File: config.mk
export PLATFORM = sky130hd
export DESIGN_NAME = vrs_queue
export DESIGN_NICKNAME = d
export VERILOG_FILES = /design/src/hw/rtl/vrs_pkg.sv /design/src/hw/rtl/vrs_queue.sv
export SDC_FILE = /design/constraint.sdc
export NUM_CORES = 1
export LEC_CHECK = 0
export BUFFER_PORTS_ARGS = -buffer_cell sky130_fd_sc_hd__buf_2
export CAP_MARGIN = 10
export CORE_ASPECT_RATIO = 0.5
export CORE_MARGIN = 4
export CORE_UTILIZATION = 53
export DETAILED_ROUTE_END_ITERATION = 10
export PLACE_DENSITY_LB_ADDON = 0.05
export SYNTH_ARGS = -nofsm -noshare
export SYNTH_HDL_FRONTEND = slang
export SYNTH_SLANG_ARGS = --single-unit
File: constraint.sdc
create_clock -name clk -period 6.6 [get_ports clk]
set_input_delay 0.99 -clock clk [delete_from_list [all_inputs] [get_ports clk]]
set_output_delay 0.99 -clock clk [all_outputs]
set_load 0.005 [all_outputs]
File: src/hw/rtl/vrs_pkg.sv
// Shared types, codes and default sizes for the variable record stack.
// Used by every module of the block; depends on nothing else.
package vrs_pkg;

    // Default sizes handed to the top level's parameters.
    localparam int WORD_DEPTH_DEF     = 1024;
    localparam int RECORD_DEPTH_DEF   = 256;
    localparam int MAX_RECORD_LEN_DEF = 64;
    localparam int VALUE_BITS_DEF     = 32;

    // Depth of the command queue between front and back.
    localparam int QUEUE_DEPTH = 2;

    // Command codes on the input channel.
    localparam logic [1:0] CMD_APPEND = 2'd0;
    localparam logic [1:0] CMD_COMMIT = 2'd1;
    localparam logic [1:0] CMD_POP    = 2'd2;

    // Status codes on the result channel.
    localparam logic [1:0] ST_DATA         = 2'd0;
    localparam logic [1:0] ST_EMPTY_STACK  = 2'd1;
    localparam logic [1:0] ST_EMPTY_RECORD = 2'd2;
    localparam logic [1:0] ST_OVERFLOW     = 2'd3;

    typedef struct packed {
        logic [1:0]          command;
        logic signed [31:0]  value;
    } in_t;

    typedef struct packed {
        logic signed [31:0]  data;
        logic [1:0]          status;
        logic                last;
    } out_t;

    // Operations that survive classification in the front.
    typedef enum logic [1:0] {
        OP_APPEND,
        OP_COMMIT,
        OP_POP
    } op_t;

    typedef struct packed {
        op_t                 op;
        logic signed [31:0]  value;
    } op_entry_t;

    typedef struct packed {
        logic full;
        logic empty;
    } q_stat_t;

    typedef enum logic [2:0] {
        BK_IDLE,
        BK_POP_START,
        BK_WORD_READ,
        BK_WORD_EMIT,
        BK_MOVE_READ,
        BK_MOVE_WRITE
    } bk_state_t;

endpackage

File: src/hw/rtl/vrs_queue.sv
// Short command queue between the front and back of the record stack.
// Depends on vrs_pkg for the entry type and depth.
module vrs_queue (
    input  logic               clk,
    input  logic               rst_n,
    input  logic               push,
    input  vrs_pkg::op_entry_t push_entry,
    input  logic               pop,
    output vrs_pkg::op_entry_t head,
    output vrs_pkg::q_stat_t   q_stat
);

    localparam int QAW = (vrs_pkg::QUEUE_DEPTH > 1) ? $clog2(vrs_pkg::QUEUE_DEPTH) : 1;
    localparam int QCW = $clog2(vrs_pkg::QUEUE_DEPTH + 1);

    vrs_pkg::op_entry_t entries [vrs_pkg::QUEUE_DEPTH];

    logic [QAW-1:0] wr_ptr_reg, wr_ptr_next;
    logic [QAW-1:0] rd_ptr_reg, rd_ptr_next;
    logic [QCW-1:0] count_reg, count_next;
    logic           do_push;
    logic           do_pop;

    assign q_stat.full  = (count_reg == QCW'(vrs_pkg::QUEUE_DEPTH));
    assign q_stat.empty = (count_reg == '0);
    assign do_push      = push && !q_stat.full;
    assign do_pop       = pop && !q_stat.empty;
    assign head         = entries[rd_ptr_reg];

    always_comb
    begin
        wr_ptr_next = wr_ptr_reg;
        rd_ptr_next = rd_ptr_reg;
        count_next  = count_reg;
        if (do_push)
        begin
            wr_ptr_next = (wr_ptr_reg == QAW'(vrs_pkg::QUEUE_DEPTH - 1)) ? '0
                                                                      : wr_ptr_reg + 1'b1;
        end
        if (do_pop)
        begin
            rd_ptr_next = (rd_ptr_reg == QAW'(vrs_pkg::QUEUE_DEPTH - 1)) ? '0
                                                                      : rd_ptr_reg + 1'b1;
        end
        if (do_push && !do_pop)
        begin
            count_next = count_reg + 1'b1;
        end
        else if (do_pop && !do_push)
        begin
            count_next = count_reg - 1'b1;
        end
    end

    always_ff @(posedge clk or negedge rst_n)
    begin
        if (!rst_n)
        begin
            wr_ptr_reg <= '0;
            rd_ptr_reg <= '0;
            count_reg  <= '0;
        end
        else
        begin
            wr_ptr_reg <= wr_ptr_next;
            rd_ptr_reg <= rd_ptr_next;
            count_reg  <= count_next;
        end
    end

    always_ff @(posedge clk)
    begin
        if (do_push)
        begin
            entries[wr_ptr_reg] <= push_entry;
        end
    end

endmodule

== Word level (Yosys, flattened, before mapping) ==
Memories as Yosys holds them, arrays and structs flattened.
Index checks and enable logic that the tools add are counted.
Cells by class
  $add $sub $neg: 4
  equal/unequal tests: 1
  mux-type cells: 6
  reduce and logical (&&, ||, !) cells: 10
Operator list (number)
  1-bit logical AND: 4
  1-bit logical NOT: 4
  1-bit 2-to-1 mux: 4
  2-bit 2-to-1 mux: 2
  1-bit adder (second input constant): 2
  2-bit by 1-bit adder with 2-bit output (second input constant): 1
  2-bit equality test (second input constant): 1
  2-bit logical NOT: 1
  2-bit nonzero test: 1
  2-bit by 1-bit subtractor with 2-bit output (second input constant): 1
Word-level totals
  bits in registers: 4
  RAM bits: 68
  input bits: 38
  output and inout bits: 36
  logic and storage cells: 25
  memories: 1
Memories
  entries: depth 2, width 34, read ports 1, clocked after Yosys merged registers in 0, wr ports 1, RTL line vrs_queue.sv:16  | vrs_pkg::op_entry_t entries [vrs_pkg::QUEUE_DEPTH];

== Longest topological paths before layout ==
  depth in word-level cells: 7
  depth in mapped cells: 7
  gate-level depth less buffers: 7

== Worst setup path after synthesis ==
OpenSTA, ideal clock, no wires.
  kind: input -> register
  start point: in push
  end point: mem entries[0][0] in the netlist's numbering, enable pin
  library setup time: 0.425 ns
  arrival time: 2.516 ns
  required time: 6.175 ns
  setup slack: 3.659 ns
  stages on the path: 2
  path buffers: 0
  cells stage by stage: nand2_1 > nor2_1
On the way
  longest elaborated chain between the ends: 3
Ends and longest elaborated chain
  start: declaration: RTL line vrs_queue.sv:6  | input logic push,
  1-bit logical AND: RTL line vrs_queue.sv:26  | assign do_push = push && !q_stat.full;
  1-bit 2-to-1 mux: RTL line vrs_queue.sv:73  | if (do_push)
  1-bit 2-to-1 mux (not written as such): RTL line vrs_queue.sv:75  | entries[wr_ptr_reg] <= push_entry;
  end: declaration: RTL line vrs_queue.sv:16
No other way between the ends.

==> impl_results.md <==
* CTS tree: yes
* Post-synth top area share at 72.9%
* # DRC at 0
* RSZ-0062 raised after global routing: no
* Post-CTS Setup Bufs at 0
* Largest family of logic cells by synthesized area: multiplexers
* GRT Overall Usage at 13.7%
* Avg Cell Area, Syn at 22.4 sq um
* Worst slew pin tran at 1.06 ns
* Hpwl dp at 2780 um
* Syn_nets at 164
* Clock Latency Late Sink at 0.33 ns
* Clock tree root driver cell: clkbuf_8
* Critical Path Fanout Max at 35
* Area of the multi-input gates at 589 sq um
* Die width at 111 um
* H-tree levels at 3
* Synth cell types at 15
* Antenna diodes at 0
* CP Capture Type: primary output
* Static leakage at 1.40 nW
* DRT Wirelength at 4280 um
* Die area at 6580 sq um
* Mux share of post-synthesis cell area at 17.6%
* GRT overflow at 0
* Most frequent cells in the layout: buf_2, edfxtp_1, mux2_4
* Mapped Area at 2800 sq um
* Layout Skew at 0.0108 ns
* Simple-Gate Fraction of Synth Area at 0.983%
* Worst path arrival time at 1.96 ns
* Area contributors post-synth: edfxtp_1, mux2_4, dfrtp_1, buf_12, mux2_2
* Power per Cell Area at 441 nW/um^2
* Worst EP required at 5.61 ns
* Detailed Routing Iterations Pass 1 at 4
* Vias per cell at 4.74
* Worst min path class: input port to asynchronous set/reset pin
* Largest net degree at the start of global routing at 36
* Sequential share of the synthesized area at 76.5%
* Startpoint types: flip-flop
* Fraction of synthesized cell area in xor and xnor cells at 1.56%
* Max-slew violations at 0
* Placed Cells at 264
* Initial antenna violation count at 0
* Clock input transition at the sequential cells of the worst setup and hold paths at 0.07 ns
* Core ar. at 5020 sq um
* IO Pins at 74
* Relative slew slack at 29.3%
* Area share of fa/ha/maj cells after synthesis at 0.447%
* Worst setup path class: flip-flop to primary output
* CTS resizes at 0
* Ys Warns at 0
* PortBufs at 73
* Worst vdd ir at 355 uV
* Rows at 18
* Max Root-Sink Buffers at 2
* Clk sink count at 72
* Status: finished clean
* Min Tclk post-route at 2.95 ns
* Cts hold-fix bufs at 0
* Final nets at 244
* Max capacitance violation total at 0
* Dominant cell type by area after synthesis: edfxtp_1
* Area Growth Syn to Fin at 22.4%
* First-pass GRT wire length at 6400 um
* Seq. cell area at 2140 sq um
* Cell count after synthesis at 125
* Share of post-route cells with drive strength above 1 at 59.0%
* Setup TNS at 0 ns
* Fin cells at 280
* Initial DRC Count at 29
* Register bit total from synthesis at 72
* Post-synthesis compound-gate area fraction at 0.179%
* Max reg flops at 68
* Fill count at 336
* Post-DRT Antenna Nets at 0
* Number of buffers created by CTS at 9
* Commonest non-fill, non-tap cell in the layout: buf_2
* Fin crit share at 44.8%
* Final setup fails at 0
* Vias in the first global route at 1,329
* Chip height at 59.4 um
* Via count at 1,328
* WL/cell at 15.3 um
* RePlAce Congestion at 0.636
* Final hold violation count at 0
* Max Freq at 0.338 GHz
* Starting density of the core at 55.8%
-- cell usage after synthesis --
master	count
mux2_4	29
ha_1	1
nand2b_1	1
buf_6	1
and3_1	1
o21ai_1	1
buf_12	3
xor2_1	2
nor2_1	3
edfxtp_1	68
nand2_1	1
dfrtp_1	4
inv_1	2
xnor2_1	3
mux2_2	5
-- stage by stage --
stage               worst slack, ns  area (sq um)  total power, mW  util (%)  hold WS [ns]
floorplan                      3.66          2800             1.01         -         0.461
global placement               3.98          3190             1.13      63.6         0.502
detailed placement             3.97          3190             1.14      63.6         0.522
CTS                            3.60          3430             1.54      68.3         0.436
global route                   3.55          3430             1.60      68.3         0.433
finish                         3.65          3430             1.51      68.3         0.453
-- layout make-up --
cell class / instances / area share (%)
sequential: 72 / 62.5
multi-input combinational: 47 / 17.2
timing repair buffer: 73 / 10.7
clock buffer: 10 / 3.72
clock inverter: 6 / 3.14
tap: 70 / 2.55
inverter: 2 / 0.219
-- logic make-up (layout without fill, tap and decap cells) --
kind of cell    after synthesis  count (layout)
compound gates                1               1
xor+xnor                      5               5
fa+ha+maj                     1               1
buf+inv                       6              91
flops                        72              72
mux                          34              34
simple gates                  6               6
-- power by group --
group          internal (mW)  leakage, nW  switching [mW]
registers              0.628        0.677          0.0885
clock network          0.250        0.118           0.148
logic                  0.248        0.603           0.151
-- critical path, stage by stage (launching register included) --
cell and delay [ns]:
dfrtp_2 1.06, mux2_2 0.42, buf_2 0.13
-- worst paths after layout --
kind	start	end	slack, ns	cells after the start
hold / removal	rst_n	count_reg[0]	0.45	1
min in group clk	count_reg[1]	count_reg[1]	0.54	1
max in group asynchronous	rst_n	rd_ptr_reg	6.01	1
setup / recovery	rd_ptr_reg	head[16]	3.65	2
setup reg to reg	count_reg[0]	entries[0][15]	4.70	3
hold reg to reg	count_reg[1]	count_reg[1]	0.54	1
-- per-layer routing --
layer / track usage (%) / up-vias / share of wire, %
li1: - / 642 / -
met1: 15.5 / 634 / 43
met2: 22.4 / 50 / 48
met3: 8.26 / 2 / 8.2
met4: 3.68 / 0 / 0.23
met5: 0 / - / 0
(Power assumes the default switching activity.)
