==> config.mk <==
export PLATFORM = sky130hd
export DESIGN_NAME = vrs_front
export DESIGN_NICKNAME = d
export VERILOG_FILES = /design/src/hw/rtl/vrs_pkg.sv /design/src/hw/rtl/vrs_front.sv
export SDC_FILE = /design/constraint.sdc
export NUM_CORES = 1
export LEC_CHECK = 0
export BUFFER_PORTS_ARGS = -buffer_cell sky130_fd_sc_hd__buf_2
export CAP_MARGIN = 0
export CORE_MARGIN = 2
export CORE_UTILIZATION = 30
export DETAILED_ROUTE_END_ITERATION = 8
export PLACE_DENSITY = 0.91
export SLEW_MARGIN = 20
export SYNTH_ARGS = -nofsm -noshare
export SYNTH_HDL_FRONTEND = slang
export SYNTH_SLANG_ARGS = --single-unit
==> constraint.sdc <==
create_clock -name vclk -period 2.47
set_input_delay 0.3705 -clock vclk [all_inputs]
set_output_delay 0.3705 -clock vclk [all_outputs]
set_load 0.005 [all_outputs]
==> src/hw/rtl/vrs_pkg.sv <==
// Shared types, codes and default sizes for the variable record stack.
// Used by every module of the block; depends on nothing else.
package vrs_pkg;

    // Default sizes handed to the top level's parameters.
    localparam int WORD_DEPTH_DEF     = 1024;
    localparam int RECORD_DEPTH_DEF   = 256;
    localparam int MAX_RECORD_LEN_DEF = 64;
    localparam int VALUE_BITS_DEF     = 32;

    // Depth of the command queue between front and back.
    localparam int QUEUE_DEPTH = 2;

    // Command codes on the input channel.
    localparam logic [1:0] CMD_APPEND = 2'd0;
    localparam logic [1:0] CMD_COMMIT = 2'd1;
    localparam logic [1:0] CMD_POP    = 2'd2;

    // Status codes on the result channel.
    localparam logic [1:0] ST_DATA         = 2'd0;
    localparam logic [1:0] ST_EMPTY_STACK  = 2'd1;
    localparam logic [1:0] ST_EMPTY_RECORD = 2'd2;
    localparam logic [1:0] ST_OVERFLOW     = 2'd3;

    typedef struct packed {
        logic [1:0]          command;
        logic signed [31:0]  value;
    } in_t;

    typedef struct packed {
        logic signed [31:0]  data;
        logic [1:0]          status;
        logic                last;
    } out_t;

    // Operations that survive classification in the front.
    typedef enum logic [1:0] {
        OP_APPEND,
        OP_COMMIT,
        OP_POP
    } op_t;

    typedef struct packed {
        op_t                 op;
        logic signed [31:0]  value;
    } op_entry_t;

    typedef struct packed {
        logic full;
        logic empty;
    } q_stat_t;

    typedef enum logic [2:0] {
        BK_IDLE,
        BK_POP_START,
        BK_WORD_READ,
        BK_WORD_EMIT,
        BK_MOVE_READ,
        BK_MOVE_WRITE
    } bk_state_t;

endpackage

==> src/hw/rtl/vrs_front.sv <==
// Front end of the variable record stack: accepts command transfers and
// classifies them into queue entries. Depends on vrs_pkg.
module vrs_front (
    input  logic               cmd_valid,
    output logic               cmd_stall,
    input  vrs_pkg::in_t       cmd_item,
    input  vrs_pkg::q_stat_t   q_stat,
    output logic               push,
    output vrs_pkg::op_entry_t push_entry
);

    logic keep;

    assign cmd_stall = q_stat.full;

    // Zero appends and the unused command code are dropped here.
    always_comb
    begin
        keep             = 1'b0;
        push_entry.op    = vrs_pkg::OP_POP;
        push_entry.value = cmd_item.value;
        unique case (cmd_item.command)
            vrs_pkg::CMD_APPEND:
            begin
                keep          = (cmd_item.value != 32'sd0);
                push_entry.op = vrs_pkg::OP_APPEND;
            end
            vrs_pkg::CMD_COMMIT:
            begin
                keep          = 1'b1;
                push_entry.op = vrs_pkg::OP_COMMIT;
            end
            vrs_pkg::CMD_POP:
            begin
                keep          = 1'b1;
                push_entry.op = vrs_pkg::OP_POP;
            end
            default:
            begin
                keep = 1'b0;
            end
        endcase
    end

    assign push = cmd_valid && !q_stat.full && keep;

endmodule

; ---- After elaboration in Yosys (flattened, before gate mapping)
; Index checks and enable logic that the tools add are counted.
[totals]
ff_bits = 0
in_bits = 37
out_inout_bits = 36
elab_cells = 10
[op_classes]
n_eq_ne = 2
mux = 2
n_reduce_logical = 6
[op_table]
columns = op, count
row1 = $reduce_bool 32->1, 1
row2 = $pmux 2 s2, 1
row3 = $eq 2x1->1 const B, 1
row4 = $eq 2x2->1 const B, 1
row5 = $logic_and 1x1->1, 2
row6 = $logic_not 2->1, 1
row7 = $pmux 1 s2, 1
row8 = $reduce_or 2->1, 1
row9 = $logic_not 1->1, 1

; ---- Depth between registers and ports, before layout
; Gate-level depths: netlist (run 1).
[depth]
ltp_word = 4
mapped_depth = 6
mapped_depth_nobuf = 6

; ---- Least setup slack after synthesis (run 1)
; No wires, ideal clock.
[synth_path]
path_type = input port to output port
from = input port cmd_item[33] (netlist bit)
to = output port push
arrival_ns = 1.375
required_time_ns = 2.099
setup_slack_ns = 0.724
cell_stages = 6
n_path_buf = 0
path_cell_list = inv_1 -> ha_1 -> nor4_1 -> nand4_1 -> nor4_2 -> a21oi_1
[synth_via]
elab_chain_cells = 4
word_cells_on_any_way = 6
classes_between = eq/ne (2) / mux (1) / reduce/logical (3)
[synth_rtl]
columns = item, line_no
row1 = "start, declared", vrs_front.sv:6  ; input vrs_pkg::in_t cmd_item,
row2 = $eq 2x2->1 / $eq 2x1->1 (equally long branches), vrs_front.sv:22  ; unique case (cmd_item.command)
row3 = $reduce_or 2->1 (no line), -
row4 = $pmux 1 s2 (*), vrs_front.sv:22
row5 = $logic_and 1x1->1 (*), vrs_front.sv:45  ; assign push = cmd_valid && !q_stat.full && keep;
row6 = "end, declared", vrs_front.sv:8  ; output logic push,
; Mark *: on every way between the ends. The rest lies on a longest branch, timed or not.

; ---- Worst setup path in the final report (run 1)
[layout_path]
from = input port cmd_item[32] (netlist bit)
to = output port push
; The elaborated chain is that of the path after synthesis.

==> results of run 1 <==
==> cell families (layout without fill, tap and decap cells) <==
family / after synthesis / in the layout / synth area share, %
AO/OA/AOI/OAI: 2 / 2 / 3.13
adder cells (fa/ha/maj): 4 / 4 / 12.5
AND/OR/NAND/NOR: 13 / 13 / 20.4
buffers and inverters: 35 / 74 / 64.0
==> worst min path at each step <==
| stage | from | to | slack [ps] | depth (start not counted) |
|---|---|---|---|---|
| 6_report | cmd_item[8] | push_entry[8] | 920 | 2 |
| 5_1_grt | cmd_item[30] | push_entry[30] | 930 | 2 |
| 4_1_cts | cmd_item[20] | push_entry[20] | 920 | 2 |
| 3_5_place_dp | cmd_item[20] | push_entry[20] | 920 | 2 |
| 3_3_place_gp | cmd_item[8] | push_entry[8] | 920 | 2 |
| 2_1_floorplan | q_stat[1] | cmd_stall | 820 | 1 |
==> routing by layer <==
metal	up-vias	GRT usage, %
met5	-	0
met4	0	0
met3	0	0
met2	50	22.6
met1	196	8.01
li1	231	-
==> through the flow <==
step	hold slack, ps	utilization [%]	setup WS [ps]	std cells	area, um^2
6_report	920	41.8	344	108	531
5_1_grt	926	41.8	92.5	108	531
4_1_cts	922	41.8	272	108	531
3_5_place_dp	922	41.8	278	108	531
3_3_place_gp	917	41.8	266	108	531
2_1_floorplan	822	-	724	54	399
==> cell usage in the layout (no fill, tap or decap) <==
cell type,instances
or4_1,1
buf_2,72
nor2_1,2
nor4_2,1
a21oi_1,1
nand4_1,1
inv_1,2
ha_1,4
nor4_1,7
nand2_1,1
o211ai_1,1
==> power breakdown <==
group	total, mW	switching (mW)	internal, mW	leakage [nW]
logic	0.0772	0.0327	0.0445	0.338
clock network	0	0	0	0
registers	0	0	0	0
total	0.0772	0.0327	0.0445	0.338
==> layout make-up <==
type               instances  share of cell area, %
inverters                  2                   1.42
well taps                 15                   3.54
multi-input cells         19                   27.1
repair buffers            72                   67.9
==> out/metrics.cfg, run 1 <==
[worst_setup_path]
cp.arrival_ps=1760
cp_slowest_stage_delay_ps=310
required_ps=2100
crit_end=push
critPathMostFrequentCell=buf_2
crit_chain=buf_2 > inv_1 > ha_1 > nor4_1 > nand4_1 > nor4_2 > a21oi_1 > buf_2
end_kind=output port
crit_start=cmd_item[32]
crit_buf_inv=3
cp_top_family=simple AND/OR/NAND/NOR gates
cp-start-kind=input pin
cp.depth=8
cp_max_fo=4
slowest_stage=ha_1
crit_type=in -> out

[logic_synthesis]
ys_seq_area_share_pct=0
syn_avg_cell_area_um2=7.39
synth_area_um2=399
yosys_warnings=0
yosys-top-cells-area=buf_4 (62%), ha_1 (13%), nor4_1 (11%)
ys_top_cells_by_count=buf_4 (33), nor4_1 (7), ha_1 (4), inv_1 (2), nor2_1 (2)
synth.distinct_cells=11
synth_top_area_cell=buf_4
synth_fp_nets=95
syn_inst=54
synth_top_area_share_pct=62.1
synthMostInstantiatedCell=buf_4

[detailed_routing]
wl_met3_um=194
drt-initial-drc-count=0
first_pass_iters=1
wirelength_um=1010
drc=0
drt-met1-wl_um=282
via_per_inst=4.42
vias=477
met2RoutedLength_um=534
highest_layer=met3
wire_per_inst_um=9.37
ant_nets=0

[grt]
grt_max_degree=5
antenna_found_initial=0
grt_pass1_vias=289
grt_overflow_total=0
grt_pass1_wl_um=1040
grt_usage_pct=9.23

[floorplan]
die_y_um=40.5
dieWidth_um=40.5
die_area_um2=1640
initial_core_util_pct=31.5
fp-row-count=13
io_pins=73
coreArea_um2=1270

[sta]
finalSetupViolCount=0
drv_slew=0
fin_crit_sh_pct=86.1
hold_viol=0
slew_headroom_pct=80.9
fmax_mhz=470
worstMarginPinSlew_ps=283
rsz0062_at_grt=false
final.min_clock_period_ps=2130
tns_ps=0

[cells_and_area]
multi_input_area_um2=144
final_nets=136
diodes=0
register_area_um2=0
nFlopsAndLatches=0
fillers=127
clock_buffers=0
layout-drive-gt1-share_pct=78.5
syn_to_final_growth_pct=32.9

[place]
portBuffers=72
gp_congestion=0.616
dp_hpwl_um=991

[outcome]
outcome=complete, no violations

[power_and_ir_drop]
cellLeakagePower_nw=0.338
power.density_nw_per_um2=145
p_total_mw=0.0772
peakVddDrop_uv=48.3

[worst_hold_path]
hp-class=in -> out

[cts]
postCtsHoldBufs=0
cts_resized=0
post_cts_buffers=0

[job]
max-cap-violations=0

(Power assumes the default switching activity.)
==> run 2: changes to the inputs <==
--- a/config.mk
+++ b/config.mk
@@ -10,7 +10,9 @@
 export CORE_MARGIN = 2
 export CORE_UTILIZATION = 30
 export DETAILED_ROUTE_END_ITERATION = 8
+export MAX_ROUTING_LAYER = met4
 export PLACE_DENSITY = 0.91
+export RECOVER_POWER = 50
 export SLEW_MARGIN = 20
 export SYNTH_ARGS = -nofsm -noshare
 export SYNTH_HDL_FRONTEND = slang
==> out/metrics.cfg, run 2 (synthesized netlist as in run 1, its figures left out) <==
[outcome]
outcome=complete, no violations

[detailed_routing]
via_per_inst=4.41
first_pass_iters=1
wire_per_inst_um=9.46
wirelength_um=1020
drt-initial-drc-count=0
vias=476
ant_nets=0
drc=0

[floorplan]
die_y_um=40.5
coreArea_um2=1270
initial_core_util_pct=31.5
fp-row-count=13
dieWidth_um=40.5
io_pins=73
die_area_um2=1640

[power_and_ir_drop]
power.density_nw_per_um2=146
peakVddDrop_uv=48.1
cellLeakagePower_nw=0.330

[grt]
grt_pass1_vias=289
grt_overflow_total=0
antenna_found_initial=0
grt_pass1_wl_um=1040
grt_usage_pct=9.49
grt_max_degree=5

[place]
portBuffers=72
gp_congestion=0.620
dp_hpwl_um=991
dpl_cell_area_um2=531

[cells_and_area]
diodes=0
design_area_um2=527
nFlopsAndLatches=0
syn_to_final_growth_pct=32.0
final_cell_mix=buf_2 (69), nor4_1 (7), ha_1 (4)
register_area_um2=0
final_nets=136
clock_buffers=0
final_common_cell=buf_2
layout-drive-gt1-share_pct=75.3

[sta]
final.min_clock_period_ps=2130
worstMarginPinSlew_ps=281
hold_viol=0
fin_crit_sh_pct=86.1
slew_headroom_pct=81.1
fmax_mhz=470
drv_slew=0
rsz0062_at_grt=false
finalSetupViolCount=0
tns_ps=0

[worst_setup_path]
slowest_stage=ha_1
crit_type=in -> out
required_ps=2100
crit_chain=buf_2 > inv_1 > ha_1 > nor4_1 > nand4_1 > nor4_2 > a21oi_1 > buf_2
cp_slowest_stage_delay_ps=310
end_kind=output port
cp_max_fo=4
cp.arrival_ps=1760
critPathMostFrequentCell=buf_2
cp-start-kind=input pin

[cts]
post_cts_buffers=0
cts_resized=0
postCtsHoldBufs=0

[job]
max-cap-violations=0

[worst_hold_path]
hp-class=in -> out

[run 2: cell count changes in the layout (fill, tap and decap cells not counted)]
cell      change
buf_2         -3
clkbuf_1      +3
[run 2: path summary, 6_finish.rpt]
check | start | endpoint | slack (ps) | cells after the start
worst max-delay path | cmd_item[32] | push | 340 | 8
worst min-delay path | cmd_item[11] | push_entry[11] | 920 | 2
[run 2: layout make-up]
cell class                      count  area [um^2]
Fill cell                         129          742
Tap cell                           15         18.8
Inverter                            2         7.51
Multi-Input combinational cell     19          144
Timing Repair Buffer               72          357
[run 2: power breakdown]
group | leakage [nW] | internal (mW) | switching (mW)
combinational | 0.330 | 0.0438 | 0.0328
sequential | 0 | 0 | 0
clock | 0 | 0 | 0
[run 2: critical path: cells and delay by family]
kind | cells | cell delay [ps]
AO/OA/AOI/OAI | 1 | 100
buffers and inverters | 3 | 300
adder cells (fa/ha/maj) | 1 | 310
AND/OR/NAND/NOR | 3 | 690
[run 2: per-layer routing]
metal	part of all wire (%)	track usage, %	up-vias	routed length (um)
met5	0	-	-	0
met4	0	0	0	0
met3	19	0	0	199
met2	52	22.6	50	535
met1	28	8.01	196	286
li1	-	-	230	-
[run 2: through the flow]
stage	cells	setup slack, ps	hold WS [ps]	utilization, %	power, mW
2_1_floorplan	54	724	822	-	0.0522
5_1_grt	108	92.5	926	41.5	0.0880
3_3_place_gp	108	266	917	41.8	0.0764
6_report	108	343	921	41.5	0.0767
4_1_cts	108	272	922	41.8	0.0787
3_5_place_dp	108	278	922	41.8	0.0786
